## config.mk

```make
export PLATFORM = sky130hd
export DESIGN_NAME = audio_agc_limiter
export DESIGN_NICKNAME = d
export VERILOG_FILES = /design/src/rtl/core/agc_pkg.sv /design/src/rtl/core/audio_agc_limiter.sv /design/src/rtl/core/agc_ctrl.sv /design/src/rtl/core/agc_datapath.sv
export SDC_FILE = /design/constraint.sdc
export NUM_CORES = 2
export LEC_CHECK = 0
export BUFFER_PORTS_ARGS = -buffer_cell sky130_fd_sc_hd__buf_2
export CAP_MARGIN = 20
export CORE_UTILIZATION = 30
export CTS_CLUSTER_SIZE = 20
export DETAILED_ROUTE_END_ITERATION = 6
export GPL_ROUTABILITY_DRIVEN = 0
export PLACE_DENSITY = 0.5
export SETUP_SLACK_MARGIN = 0.1
export SYNTH_ARGS = -nofsm -noshare
export SYNTH_HDL_FRONTEND = slang
export SYNTH_SLANG_ARGS = --single-unit
export TNS_END_PERCENT = 10
```

## constraint.sdc

```tcl
create_clock -name clk -period 7.4 [get_ports clk]
set_clock_uncertainty 0.2 [all_clocks]
set_input_delay 0.74 -clock clk [delete_from_list [all_inputs] [get_ports clk]]
set_output_delay 0.74 -clock clk [all_outputs]
set_load 0.01 [all_outputs]
```

## src/rtl/core/agc_pkg.sv

```systemverilog
// Shared types and constants of the audio AGC limiter.
package agc_pkg;

  // Operation codes carried in the input beat's tuser
  typedef enum logic [1:0] {
    OP_SAMPLE = 2'd0,
    OP_ADJUST = 2'd1,
    OP_RESET  = 2'd2,
    OP_NOP    = 2'd3
  } agc_op_t;

  // Configuration register indexes
  localparam logic CFG_SAMPLE_RATE   = 1'b0;
  localparam logic CFG_CHANNEL_COUNT = 1'b1;

  localparam int unsigned CFG_DATA_W   = 18;
  localparam int unsigned SAMPLE_W     = 32;
  localparam int unsigned VOLUME_W     = 16;
  localparam int unsigned COUNT_W      = 32;
  localparam int unsigned RATE_W       = 18;
  localparam int unsigned CHANNELS_W   = 4;
  localparam int unsigned IN_TDATA_W   = 64;

  // Scaled samples strictly beyond +/- this magnitude cut the gain
  localparam logic [31:0] AGC_LIMIT = 32'h0810_0000;

  // Register reset values
  localparam logic [RATE_W-1:0]     RATE_RESET     = 18'd44100;
  localparam logic [CHANNELS_W-1:0] CHANNELS_RESET = 4'd2;

  // Controller states
  typedef enum logic [3:0] {
    ST_IDLE,
    ST_MUL,
    ST_EVAL,
    ST_EOB,
    ST_DIV_INIT,
    ST_DIV,
    ST_ADJ_DONE,
    ST_GAIN_RST,
    ST_OUT
  } agc_state_t;

  // Controller to datapath commands
  typedef struct packed {
    logic capture;
    logic mul;
    logic eval;
    logic eob;
    logic div_init;
    logic div_step;
    logic adj_done;
    logic gain_reset;
    logic out_load;
  } agc_cmd_t;

  // Datapath to controller status
  typedef struct packed {
    logic last;
    logic newv_zero;
    logic div_last;
  } agc_sts_t;

endpackage

```

## src/rtl/core/audio_agc_limiter.sv

```systemverilog
// Audio AGC limiter top level: stream ports, controller and datapath.
//
// Each input beat yields one output beat. A sample beat runs the controller's
// sequence around one signed 33 x (GAIN_FRACTION_BITS+2) bit multiply and the
// limit compare, with an end-of-buffer step when it closes a buffer. A volume
// adjust beat runs a restoring divider one quotient bit per cycle, or skips
// the divider when the new volume is zero. The next input beat is taken once
// the previous result sits in the output register, even if that result has
// not yet been taken downstream.
module audio_agc_limiter #(
  parameter int GAIN_FRACTION_BITS = 10,
  parameter int SAMPLE_BITS        = 32
) (
  input  logic                                        clk,
  input  logic                                        rst_n,
  // tdata: sample_in[31:0], old_volume[47:32], new_volume[63:48]
  input  logic [agc_pkg::IN_TDATA_W-1:0]              in_tdata,
  // tuser: operation[1:0]
  input  logic [1:0]                                  in_tuser,
  input  logic                                        in_tlast,
  input  logic                                        in_tvalid,
  output logic                                        in_tready,
  // tdata: sample_out[31:0], gain_out[GAIN_FRACTION_BITS+32:32], zero fill
  output logic [((32+GAIN_FRACTION_BITS+1+7)/8)*8-1:0] out_tdata,
  // tuser: over_limit[0]
  output logic                                        out_tuser,
  output logic                                        out_tvalid,
  input  logic                                        out_tready,
  input  logic                                        cfg_we,
  input  logic                                        cfg_addr,
  input  logic [agc_pkg::CFG_DATA_W-1:0]              cfg_wdata
);
  import agc_pkg::*;

  localparam int OUT_W = ((32 + GAIN_FRACTION_BITS + 1 + 7) / 8) * 8;

  agc_cmd_t                  cmd;
  agc_sts_t                  sts;
  logic [SAMPLE_W-1:0]       out_sample;
  logic [GAIN_FRACTION_BITS:0] out_gain;

  // Sequencer
  agc_ctrl u_ctrl (
    .clk        (clk),
    .rst_n      (rst_n),
    .in_tvalid  (in_tvalid),
    .in_tready  (in_tready),
    .in_op      (in_tuser),
    .out_tvalid (out_tvalid),
    .out_tready (out_tready),
    .sts        (sts),
    .cmd        (cmd)
  );

  // Arithmetic and state
  agc_datapath #(
    .GAIN_FRACTION_BITS (GAIN_FRACTION_BITS),
    .SAMPLE_BITS        (SAMPLE_BITS)
  ) u_datapath (
    .clk        (clk),
    .rst_n      (rst_n),
    .in_tdata   (in_tdata),
    .in_tlast   (in_tlast),
    .in_op      (in_tuser),
    .cfg_we     (cfg_we),
    .cfg_addr   (cfg_addr),
    .cfg_wdata  (cfg_wdata),
    .cmd        (cmd),
    .sts        (sts),
    .out_sample (out_sample),
    .out_gain   (out_gain),
    .out_over   (out_tuser)
  );

  // Result beat packing
  assign out_tdata = OUT_W'({out_gain, out_sample});

endmodule

```

## src/rtl/core/agc_ctrl.sv

```systemverilog
// Sequencing state machine of the audio AGC limiter.
module agc_ctrl (
  input  logic                clk,
  input  logic                rst_n,
  input  logic                in_tvalid,
  output logic                in_tready,
  input  logic [1:0]          in_op,
  output logic                out_tvalid,
  input  logic                out_tready,
  input  agc_pkg::agc_sts_t   sts,
  output agc_pkg::agc_cmd_t   cmd
);
  import agc_pkg::*;

  agc_state_t state_r, state_nxt;
  agc_op_t    op_r, op_nxt;
  logic       out_valid_r, out_valid_nxt;

  // State, operation and output valid registers
  always_ff @(posedge clk) begin
    if (!rst_n) begin
      state_r     <= ST_IDLE;
      op_r        <= OP_NOP;
      out_valid_r <= 1'b0;
    end else begin
      state_r     <= state_nxt;
      op_r        <= op_nxt;
      out_valid_r <= out_valid_nxt;
    end
  end

  assign out_tvalid = out_valid_r;

  // Next state and commands
  always_comb begin
    state_nxt     = state_r;
    op_nxt        = op_r;
    out_valid_nxt = out_valid_r && !out_tready;
    cmd           = '0;
    in_tready     = 1'b0;
    case (state_r)
      ST_IDLE: begin
        in_tready = 1'b1;
        if (in_tvalid) begin
          cmd.capture = 1'b1;
          op_nxt      = agc_op_t'(in_op);
          case (agc_op_t'(in_op))
            OP_SAMPLE: state_nxt = ST_MUL;
            OP_ADJUST: state_nxt = ST_MUL;
            OP_RESET:  state_nxt = ST_GAIN_RST;
            default:   state_nxt = ST_OUT;
          endcase
        end
      end
      ST_MUL: begin
        cmd.mul = 1'b1;
        if (op_r == OP_SAMPLE) begin
          state_nxt = ST_EVAL;
        end else if (sts.newv_zero) begin
          state_nxt = ST_ADJ_DONE;
        end else begin
          state_nxt = ST_DIV_INIT;
        end
      end
      ST_EVAL: begin
        cmd.eval  = 1'b1;
        state_nxt = sts.last ? ST_EOB : ST_OUT;
      end
      ST_EOB: begin
        cmd.eob   = 1'b1;
        state_nxt = ST_OUT;
      end
      ST_DIV_INIT: begin
        cmd.div_init = 1'b1;
        state_nxt    = ST_DIV;
      end
      ST_DIV: begin
        cmd.div_step = 1'b1;
        if (sts.div_last) begin
          state_nxt = ST_ADJ_DONE;
        end
      end
      ST_ADJ_DONE: begin
        cmd.adj_done = 1'b1;
        state_nxt    = ST_OUT;
      end
      ST_GAIN_RST: begin
        cmd.gain_reset = 1'b1;
        state_nxt      = ST_OUT;
      end
      ST_OUT: begin
        // result register free or being drained this cycle
        if (!out_valid_r || out_tready) begin
          cmd.out_load  = 1'b1;
          out_valid_nxt = 1'b1;
          state_nxt     = ST_IDLE;
        end
      end
      default: begin
        state_nxt = ST_IDLE;
      end
    endcase
  end

endmodule

```

## src/rtl/core/agc_datapath.sv

```systemverilog
// Datapath of the audio AGC limiter: multiplier, divider, gain and counters.
module agc_datapath #(
  parameter int GAIN_FRACTION_BITS = 10,
  parameter int SAMPLE_BITS        = 32
) (
  input  logic                              clk,
  input  logic                              rst_n,
  input  logic [agc_pkg::IN_TDATA_W-1:0]    in_tdata,
  input  logic                              in_tlast,
  input  logic [1:0]                        in_op,
  input  logic                              cfg_we,
  input  logic                              cfg_addr,
  input  logic [agc_pkg::CFG_DATA_W-1:0]    cfg_wdata,
  input  agc_pkg::agc_cmd_t                 cmd,
  output agc_pkg::agc_sts_t                 sts,
  output logic [agc_pkg::SAMPLE_W-1:0]      out_sample,
  output logic [GAIN_FRACTION_BITS:0]       out_gain,
  output logic                              out_over
);
  import agc_pkg::*;

  localparam int GW = GAIN_FRACTION_BITS + 1;        // gain width
  localparam int AW = SAMPLE_W + 1;                  // multiplier operand
  localparam int PW = AW + GW + 1;                   // product width
  localparam int VW = PW - GAIN_FRACTION_BITS;       // scaled sample width
  localparam int NW = GW + VOLUME_W;                 // dividend width
  localparam int CW = $clog2(NW);                    // divider step counter
  localparam logic [GW-1:0] UNITY = {1'b1, {GAIN_FRACTION_BITS{1'b0}}};
  localparam logic signed [VW-1:0] LIM_HI = VW'(AGC_LIMIT);
  localparam logic signed [VW-1:0] LIM_LO = -LIM_HI;

  // Configuration
  logic [RATE_W-1:0]     sample_rate_r;
  logic [CHANNELS_W-1:0] channel_count_r;

  // AGC state
  logic [GW-1:0]      gain_r, gain_nxt;
  logic [GW-1:0]      bsg_r, bsg_nxt;
  logic [COUNT_W-1:0] bcount_r, bcount_nxt;
  logic [COUNT_W-1:0] rec_r, rec_nxt;

  // Item payload and work registers
  logic signed [AW-1:0] op_a_r;
  logic                 last_r;
  logic [VOLUME_W-1:0]  newv_r;
  logic signed [PW-1:0] prod_r;
  logic [VOLUME_W-1:0]  rem_r;
  logic [NW-1:0]        q_r;
  logic [CW-1:0]        cnt_r;
  logic [SAMPLE_W-1:0]  res_sample_r;
  logic                 res_over_r;
  logic [SAMPLE_W-1:0]  out_sample_r;
  logic [GW-1:0]        out_gain_r;
  logic                 out_over_r;

  // Combinational helpers
  logic [SAMPLE_W-1:0]  smp_raw;
  logic signed [AW-1:0] smp_ext;
  logic signed [VW-1:0] val;
  logic                 over;
  logic [VOLUME_W:0]    rs;
  logic                 ge;
  logic [RATE_W-1:0]    tmo_full, tmo;
  logic [COUNT_W:0]     rec_sum;
  logic [COUNT_W-1:0]   rec_sat;
  logic                 recover;
  logic [GW-1:0]        adj_gain;

  // Configuration writes
  always_ff @(posedge clk) begin
    if (!rst_n) begin
      sample_rate_r   <= RATE_RESET;
      channel_count_r <= CHANNELS_RESET;
    end else if (cfg_we) begin
      case (cfg_addr)
        CFG_SAMPLE_RATE:   sample_rate_r   <= cfg_wdata;
        CFG_CHANNEL_COUNT: channel_count_r <= cfg_wdata[CHANNELS_W-1:0];
        default:           sample_rate_r   <= sample_rate_r;
      endcase
    end
  end

  // Sign extension of the active sample bits
  assign smp_raw = in_tdata[SAMPLE_W-1:0];
  assign smp_ext = $signed({{(AW-SAMPLE_BITS){smp_raw[SAMPLE_BITS-1]}},
                            smp_raw[SAMPLE_BITS-1:0]});

  // Scaled sample and limit window
  assign val  = $signed(prod_r[PW-1:GAIN_FRACTION_BITS]);
  assign over = (val > LIM_HI) || (val < LIM_LO);

  // Restoring divider step
  assign rs = {rem_r, q_r[NW-1]};
  assign ge = rs >= {1'b0, newv_r};

  // Recovery timeout and accumulation
  assign tmo_full = sample_rate_r >> (GAIN_FRACTION_BITS - 8);
  assign tmo      = (channel_count_r < CHANNELS_W'(2)) ? (tmo_full >> 1) : tmo_full;
  assign rec_sum  = {1'b0, rec_r} + {1'b0, bcount_r};
  assign rec_sat  = rec_sum[COUNT_W] ? '1 : rec_sum[COUNT_W-1:0];
  assign recover  = (gain_r >= bsg_r) && (bsg_r < UNITY);

  // Adjust result clamped to unity
  assign adj_gain = (q_r > NW'(UNITY)) ? UNITY : q_r[GW-1:0];

  // Gain state update
  always_comb begin
    gain_nxt   = gain_r;
    bsg_nxt    = bsg_r;
    bcount_nxt = bcount_r;
    rec_nxt    = rec_r;
    if (cmd.eval) begin
      if (over && (gain_r != '0)) begin
        gain_nxt = gain_r - GW'(1);
      end
      if (bcount_r != '1) begin
        bcount_nxt = bcount_r + COUNT_W'(1);
      end
    end
    if (cmd.eob) begin
      if (recover) begin
        if (rec_sat >= COUNT_W'(tmo)) begin
          rec_nxt  = '0;
          gain_nxt = bsg_r + GW'(1);
        end else begin
          rec_nxt  = rec_sat;
          gain_nxt = bsg_r;
        end
      end else begin
        rec_nxt = '0;
      end
      bsg_nxt    = gain_nxt;
      bcount_nxt = '0;
    end
    if (cmd.adj_done) begin
      if (newv_r != '0) begin
        gain_nxt = adj_gain;
      end
      bsg_nxt    = gain_nxt;
      bcount_nxt = '0;
    end
    if (cmd.gain_reset) begin
      gain_nxt   = UNITY;
      bsg_nxt    = UNITY;
      bcount_nxt = '0;
    end
  end

  always_ff @(posedge clk) begin
    if (!rst_n) begin
      gain_r   <= UNITY;
      bsg_r    <= UNITY;
      bcount_r <= '0;
      rec_r    <= '0;
    end else begin
      gain_r   <= gain_nxt;
      bsg_r    <= bsg_nxt;
      bcount_r <= bcount_nxt;
      rec_r    <= rec_nxt;
    end
  end

  // Beat capture, multiplier, divider and result registers
  always_ff @(posedge clk) begin
    if (cmd.capture) begin
      op_a_r       <= (agc_op_t'(in_op) == OP_ADJUST) ?
                      $signed(AW'(in_tdata[SAMPLE_W +: VOLUME_W])) : smp_ext;
      newv_r       <= in_tdata[SAMPLE_W+VOLUME_W +: VOLUME_W];
      last_r       <= in_tlast;
      res_sample_r <= '0;
      res_over_r   <= 1'b0;
    end
    if (cmd.mul) begin
      prod_r <= op_a_r * $signed({1'b0, gain_r});
    end
    if (cmd.eval) begin
      res_sample_r <= val[SAMPLE_W-1:0];
      res_over_r   <= over;
    end
    if (cmd.div_init) begin
      rem_r <= '0;
      q_r   <= prod_r[NW-1:0];
      cnt_r <= CW'(NW - 1);
    end
    if (cmd.div_step) begin
      rem_r <= ge ? VOLUME_W'(rs - {1'b0, newv_r}) : rs[VOLUME_W-1:0];
      q_r   <= {q_r[NW-2:0], ge};
      cnt_r <= cnt_r - CW'(1);
    end
    if (cmd.out_load) begin
      out_sample_r <= res_sample_r;
      out_gain_r   <= gain_r;
      out_over_r   <= res_over_r;
    end
  end

  assign sts.last      = last_r;
  assign sts.newv_zero = (newv_r == '0);
  assign sts.div_last  = (cnt_r == '0);

  assign out_sample = out_sample_r;
  assign out_gain   = out_gain_r;
  assign out_over   = out_over_r;

endmodule
```

; ---- Word level (Yosys, flattened, before mapping)
; Cells that the tools add are included.
[op_classes]
n_reduce_logical = 26
n_eq_ne = 14
addsub = 6
multipliers = 1
mux = 48
order_cmp = 8
bitwise = 2
[op_table]
columns = op, count
row1 = $mux W32, 5
row2 = $mux W11, 10
row3 = $mux W16, 5
row4 = $mux W27, 2
row5 = $mul A32 B12 Y44, 1
row6 = $gt A35 B29 Y1 const B, 1
row7 = $lt A35 B29 Y1 const B, 1
row8 = $add A32 B32 Y33, 1
row9 = $add A32 B1 Y32 const B, 1
row10 = $ge A32 B18 Y1, 1
row11 = $ne A32 B32 Y1 const B, 1
row12 = $pmux W4 S7, 1
row13 = $gt A27 B11 Y1 const B, 1
row14 = $ge A17 B16 Y1, 1
row15 = $eq A4 B3 Y1 const B, 4
row16 = $logic_not A16 Y1, 1
row17 = $mux W1, 16
row18 = $mux W4, 4
row19 = $reduce_bool A16 Y1, 1
row20 = $sub A16 B16 Y16, 1
row21 = $add A11 B1 Y11 const B, 1
row22 = $ge A11 B11 Y1, 1
row23 = $lt A11 B11 Y1 const B, 1
row24 = $reduce_bool A11 Y1, 1
row25 = 27 further kinds, 42
[totals]
output_inout_bits = 51
input_bits = 91
register_bits = 334
elab_cells = 127

; ---- Longest topological paths before layout
[depth]
depth_word = 9
ltp_mapped = 26
mapped_depth_nobuf = 24

; ---- Cells and area by module
; From an unflattened synthesis, not the netlist that was laid out.
[hier_totals]
hier_cells = 3001
area_unflattened_um2 = 28822.6
[by_module_without_submodules]
columns = mod, seq_area_each_um2, cells_per_inst, area_each_um2, instances
row1 = agc_datapath, 8648.3, 2935, 28288.4, 1
row2 = agc_ctrl, 140.1, 60, 493.0, 1
row3 = audio_agc_limiter, 0.0, 6, 41.3, 1

; ---- Least setup slack after synthesis
; OpenSTA, ideal clock, no wires.
[synth_path]
kind = reg-to-reg
start = reg u_datapath.gain_r[8]
end = reg u_datapath.prod_r[43], data pin
period_less_slack_ns = 7.036
path_slack_ns = 0.364
path_buffers = 2
path_stages_with_launch = 25
required_ns = 6.940
setup_ns = 0.260
t_arrival_ns = 6.576
path_cell_list = dfxtp_1 -> clkbuf_1 -> clkbuf_1 -> nand2_1 -> fa_1 -> inv_1 -> fa_1 -> fa_1 -> fa_1 -> inv_1 -> fa_1 -> inv_1 -> ha_1 -> a21o_1 -> a21o_1 -> a21oi_1 -> o211ai_1 -> a2111oi_1 -> o41ai_1 -> a21oi_1 -> o311ai_1 -> or4b_1 -> a31o_2 -> a21oi_1 -> xnor2_1
[synth_via]
elab_chain_len = 1
[synth_lines]
columns = item, line
row1 = start: declaration, agc_datapath.sv:37  ; logic [GW-1:0] gain_r, gain_nxt;
row2 = start signal: assignment, agc_datapath.sv:156  ; gain_r <= gain_nxt;
row3 = $mul A32 B12 Y44, agc_datapath.sv:174  ; prod_r <= op_a_r * $signed({1'b0, gain_r});
row4 = end signal: assignment, agc_datapath.sv:174
row5 = end: declaration, agc_datapath.sv:46  ; logic signed [PW-1:0] prod_r;
; No other way between the ends.
; A chain may end at the register's enable or synchronous reset.

; ---- Worst setup path after layout
[layout_path]
start = reg u_datapath.op_a_r[13]
end = reg u_datapath.prod_r[43], data pin
[layout_via]
elab_chain_len = 1
[layout_lines]
columns = item, line
row1 = start: declaration, agc_datapath.sv:43  ; logic signed [AW-1:0] op_a_r;
row2 = start signal: assignment, agc_datapath.sv:166  ; op_a_r <= (agc_op_t'(in_op) == OP_ADJUST) ?
row3 = $mul A32 B12 Y44, agc_datapath.sv:174
; No other way between the ends.

==> results.py <==
metrics = {
    "cts": {
        "cts_hold_buf": 0,
        "tritoncts": "built",
        "clk-insertion-delay-late_ps": 600,
        "clk_path_buf_depth": 3,
        "clkSinkCount": 330,
        "htreeDepth": 2,
        "cts_buffers": 42,
        "cts_root_buf": "clkbuf_16",
        "clk_pin_slew_worst_paths_ps": 50,
    },
    "setup_path": {
        "crit_fanout": 11,
        "cp-end-kind": "flop",
        "cp-start-kind": "flop",
        "reg2reg_slack_ps": 460,
        "path_class": "reg -> reg",
        "cp.arrival_ps": 7050,
        "cp-endpoint": "u_datapath.prod_r[43]",
        "crit_required_ps": 7510,
        "setup.worst_path.start": "u_datapath.op_a_r[13]",
        "r2r.worst_path.cells": 23,
        "r2r_start": "u_datapath.op_a_r[13]",
        "r2r-end": "u_datapath.prod_r[43]",
    },
    "detailed_routing": {
        "vias_per_cell": 4.69,
        "drtAntennaViolNets": 0,
        "routedWlPerCell_um": 16.9,
        "drc": 0,
        "totalWireLength_mm": 75.5,
        "vias": 20952,
        "drt_iter0_markers": 950,
        "drt_pass1_iterations": 5,
    },
    "placement": {
        "dp_hpwl_mm": 58.6,
        "place_area_um2": 31000,
        "dp.cells": 4380,
        "portBuffers": 135,
        "dp_slack_ps": 89.2,
    },
    "floorplan": {
        "row_count": 113,
        "io_pins": 142,
        "dieArea_um2": 96800,
        "die_w_um": 311,
        "core_area_um2": 94900,
        "start_util": 0.302,
        "die_y_um": 311,
    },
    "timing": {
        "setup_tns_ps": 0,
        "slew_violations": 0,
        "fin_crit_sh": 0.937,
        "hold_viol": 0,
        "timing.slew.headroom": 0.322,
        "worst_slack_ps": 464,
        "fin_crit_ps": 6940,
        "finalSetupViolations": 0,
        "fmax_mhz": 144,
        "worst_pin_slew_ps": 1010,
        "rsz0062_at_grt": "no",
    },
    "worst_hold_path": {
        "worstHoldStart": "in_tdata[51]",
        "hp-class": "in -> reg",
    },
    "layout": {
        "final_net_count": 3737,
        "finalNonFillerCells": 4464,
        "regArea_um2": 8790,
        "area_growth_pct": 12.9,
        "drive_gt1_frac": 0.0985,
        "fillers": 9864,
        "utilization": 0.341,
        "final_area_um2": 32300,
        "multi_input_area_um2": 17700,
    },
    "yosys": {
        "synth-edff-count": 218,
        "syn_avg_cell_area_um2": 9.39,
        "synth_cell_types": 89,
        "syn_area_um2": 28700,
        "yosys_warnings": 0,
        "async_reset_ff_frac": 0,
        "synthCells": 3054,
        "ys_seq_elements": 330,
        "synth_ff_type": "edfxtp_1",
        "yosysSeqAreaShare": 0.307,
    },
    "global_route": {
        "grt_overflow": 0,
        "antenna_found_initial": 4,
        "grt_max_degree": 50,
        "grt_pass1_wl_mm": 121,
        "track_usage": 0.157,
        "grt_pass1_vias": 21834,
    },
    "pwr": {
        "p_per_area_nw_per_um2": 379,
        "ir_drop_uv": 238,
        "p_leak_nw": 14.4,
    },
    "job": {
        "drv_cap": 0,
    },
    "outcome": {
        "status": "finished, final reports clean",
    },
}
[registers in the layout (all words and copies together), names as in the netlist, 3 cells and up]
signal	flops
u_datapath.bcount_r	32
u_datapath.res_sample_r	32
u_datapath.bsg_r	11
u_datapath.rem_r	16
u_datapath.channel_count_r	3
u_datapath.q_r	27
u_datapath.out_gain	11
u_ctrl.state_r	4
u_datapath.sample_rate_r	16
u_datapath.op_a_r	32
u_datapath.prod_r	44
u_datapath.gain_r	11
u_datapath.cnt_r	5
u_datapath.newv_r	16
u_datapath.out_sample	32
u_datapath.rec_r	32
[stage by stage]
| stage | hold WS (ps) | total power, mW |
|---|---|---|
| 2_1_floorplan | 200 | 8.36 |
| 3_3_place_gp | 203 | 10.4 |
| 3_5_place_dp | 205 | 10.4 |
| 4_1_cts | 101 | 12.5 |
| 5_1_grt | 111 | 13.5 |
| 6_report | 144 | 12.3 |
[worst min-delay path by stage]
stage          cells past startpoint                       end  slack [ps]
3_5_place_dp                       0  u_datapath.out_sample[3]         200
6_report                           1      u_datapath.newv_r[3]         140
3_3_place_gp                       0  u_datapath.out_sample[3]         200
4_1_cts                            1      u_datapath.newv_r[3]         100
5_1_grt                            1      u_datapath.newv_r[6]         110
2_1_floorplan                      0       u_datapath.out_over         200
[critical path, stage by stage (launching register included)]
cell and delay, ps:
edfxtp_1 610, nand2_1 140, fa_1 520, fa_1 520, inv_1 50, fa_1 470, fa_1 540, inv_1 50
fa_1 520, inv_1 40, ha_1 300, a21o_1 180, a21o_1 170, a21oi_1 150, o211ai_1 150, a2111oi_2 380
buf_4 180, o41ai_2 110, a21oi_2 180, o311ai_1 150, or4b_1 530, a31o_2 260, a21oi_1 160, xnor2_1 80
[layer usage]
metal | track usage | vias up | share of wire
li1 | - | 10261 | -
met1 | 0.207 | 10263 | 0.46
met2 | 0.271 | 336 | 0.48
met3 | 0.0239 | 90 | 0.040
met4 | 0.0359 | 2 | 0.019
met5 | 0 | - | 0.00017
[layout by cell type, fill, tap and decap left out, drive strengths merged, types with 45 or more instances in the layout]
master  count
clkbuf     54
ha        173
and2      133
xnor2      60
o21ai      79
a21o       45
and3       57
dfxtp     112
a21oi     105
nand2     525
edfxtp    218
buf       210
nor2      132
inv       441
fa        307
nand3      69
[what timing repair did]
| action | 4_1_cts | 5_1_grt |
|---|---|---|
| pin swaps | 0 | 0 |
| gates resized for setup | 2 | 4 |
| buffers inserted | 0 | 7 |
| endpoints found under the setup margin | 1 | 4 |
[report_power, final]
part / leakage (nW) / switching, mW / internal (mW) / total (mW)
Sequential: 2.95 / 0.475 / 2.83 / 3.31
Clock: 0.642 / 0.839 / 1.15 / 1.99
Combinational: 10.8 / 4.16 / 2.80 / 6.96
[synthesized netlist by cell type (all sizes together) (5+ instances only)]
| cell type | count | area (um2) |
|---|---|---|
| o211ai | 15 | 113 |
| o21ai | 79 | 399 |
| o22ai | 8 | 50.1 |
| edfxtp | 218 | 6550 |
| a21oi | 105 | 529 |
| nand2b | 29 | 181 |
| and3 | 57 | 357 |
| a21o | 45 | 338 |
| nor2 | 132 | 495 |
| nand2 | 525 | 1970 |
| nor4 | 20 | 146 |
| and2 | 133 | 835 |
| xnor2 | 60 | 526 |
| mux2i | 34 | 340 |
| o21bai | 12 | 90.1 |
| ha | 173 | 2160 |
| xor2 | 44 | 385 |
| o21a | 16 | 120 |
| or4 | 11 | 82.6 |
| o221ai | 6 | 52.6 |
| buf | 12 | 85.1 |
| a221oi | 5 | 50.0 |
| a21boi | 32 | 240 |
| a41oi | 5 | 43.8 |
| a211oi | 14 | 110 |
| and4 | 7 | 61.3 |
| nand3 | 69 | 345 |
| o41ai | 5 | 51.3 |
| fa | 307 | 6150 |
| inv | 438 | 1640 |
| clkbuf | 134 | 503 |
| dfxtp | 112 | 2240 |
| or3 | 22 | 143 |
| o211a | 6 | 60.1 |
| a31oi | 18 | 113 |
| o31ai | 6 | 45.0 |
| nand4 | 24 | 150 |
| nor3 | 25 | 125 |
| nor2b | 20 | 125 |
| nor3b | 5 | 37.5 |
[kinds of logic (layout without fill, tap and decap cells)]
family                   after synthesis  in the layout  synth area share
XOR/XNOR                             104            104            0.0318
multiplexers                          37             37            0.0131
buffers and inverters                585            725            0.0780
adder cells (fa/ha/maj)              480            480             0.290
other                                  1              6          0.000131
AO/OA/AOI/OAI                        417            417            0.0978
AND/OR/NAND/NOR                     1100           1100             0.183
flip-flops                           330            330             0.307
[area by class of cell]
cell class                      count  area share
Timing Repair Buffer              210      0.0400
Multi-Input combinational cell   2143       0.548
Antenna cell                        1   0.0000774
Inverter                          439      0.0509
Sequential cell                   330       0.272
Clock buffer                       54      0.0348
Clock inverter                     22     0.00592
Tap cell                         1265      0.0489
Note: power is estimated with default switching activity, not from simulation.
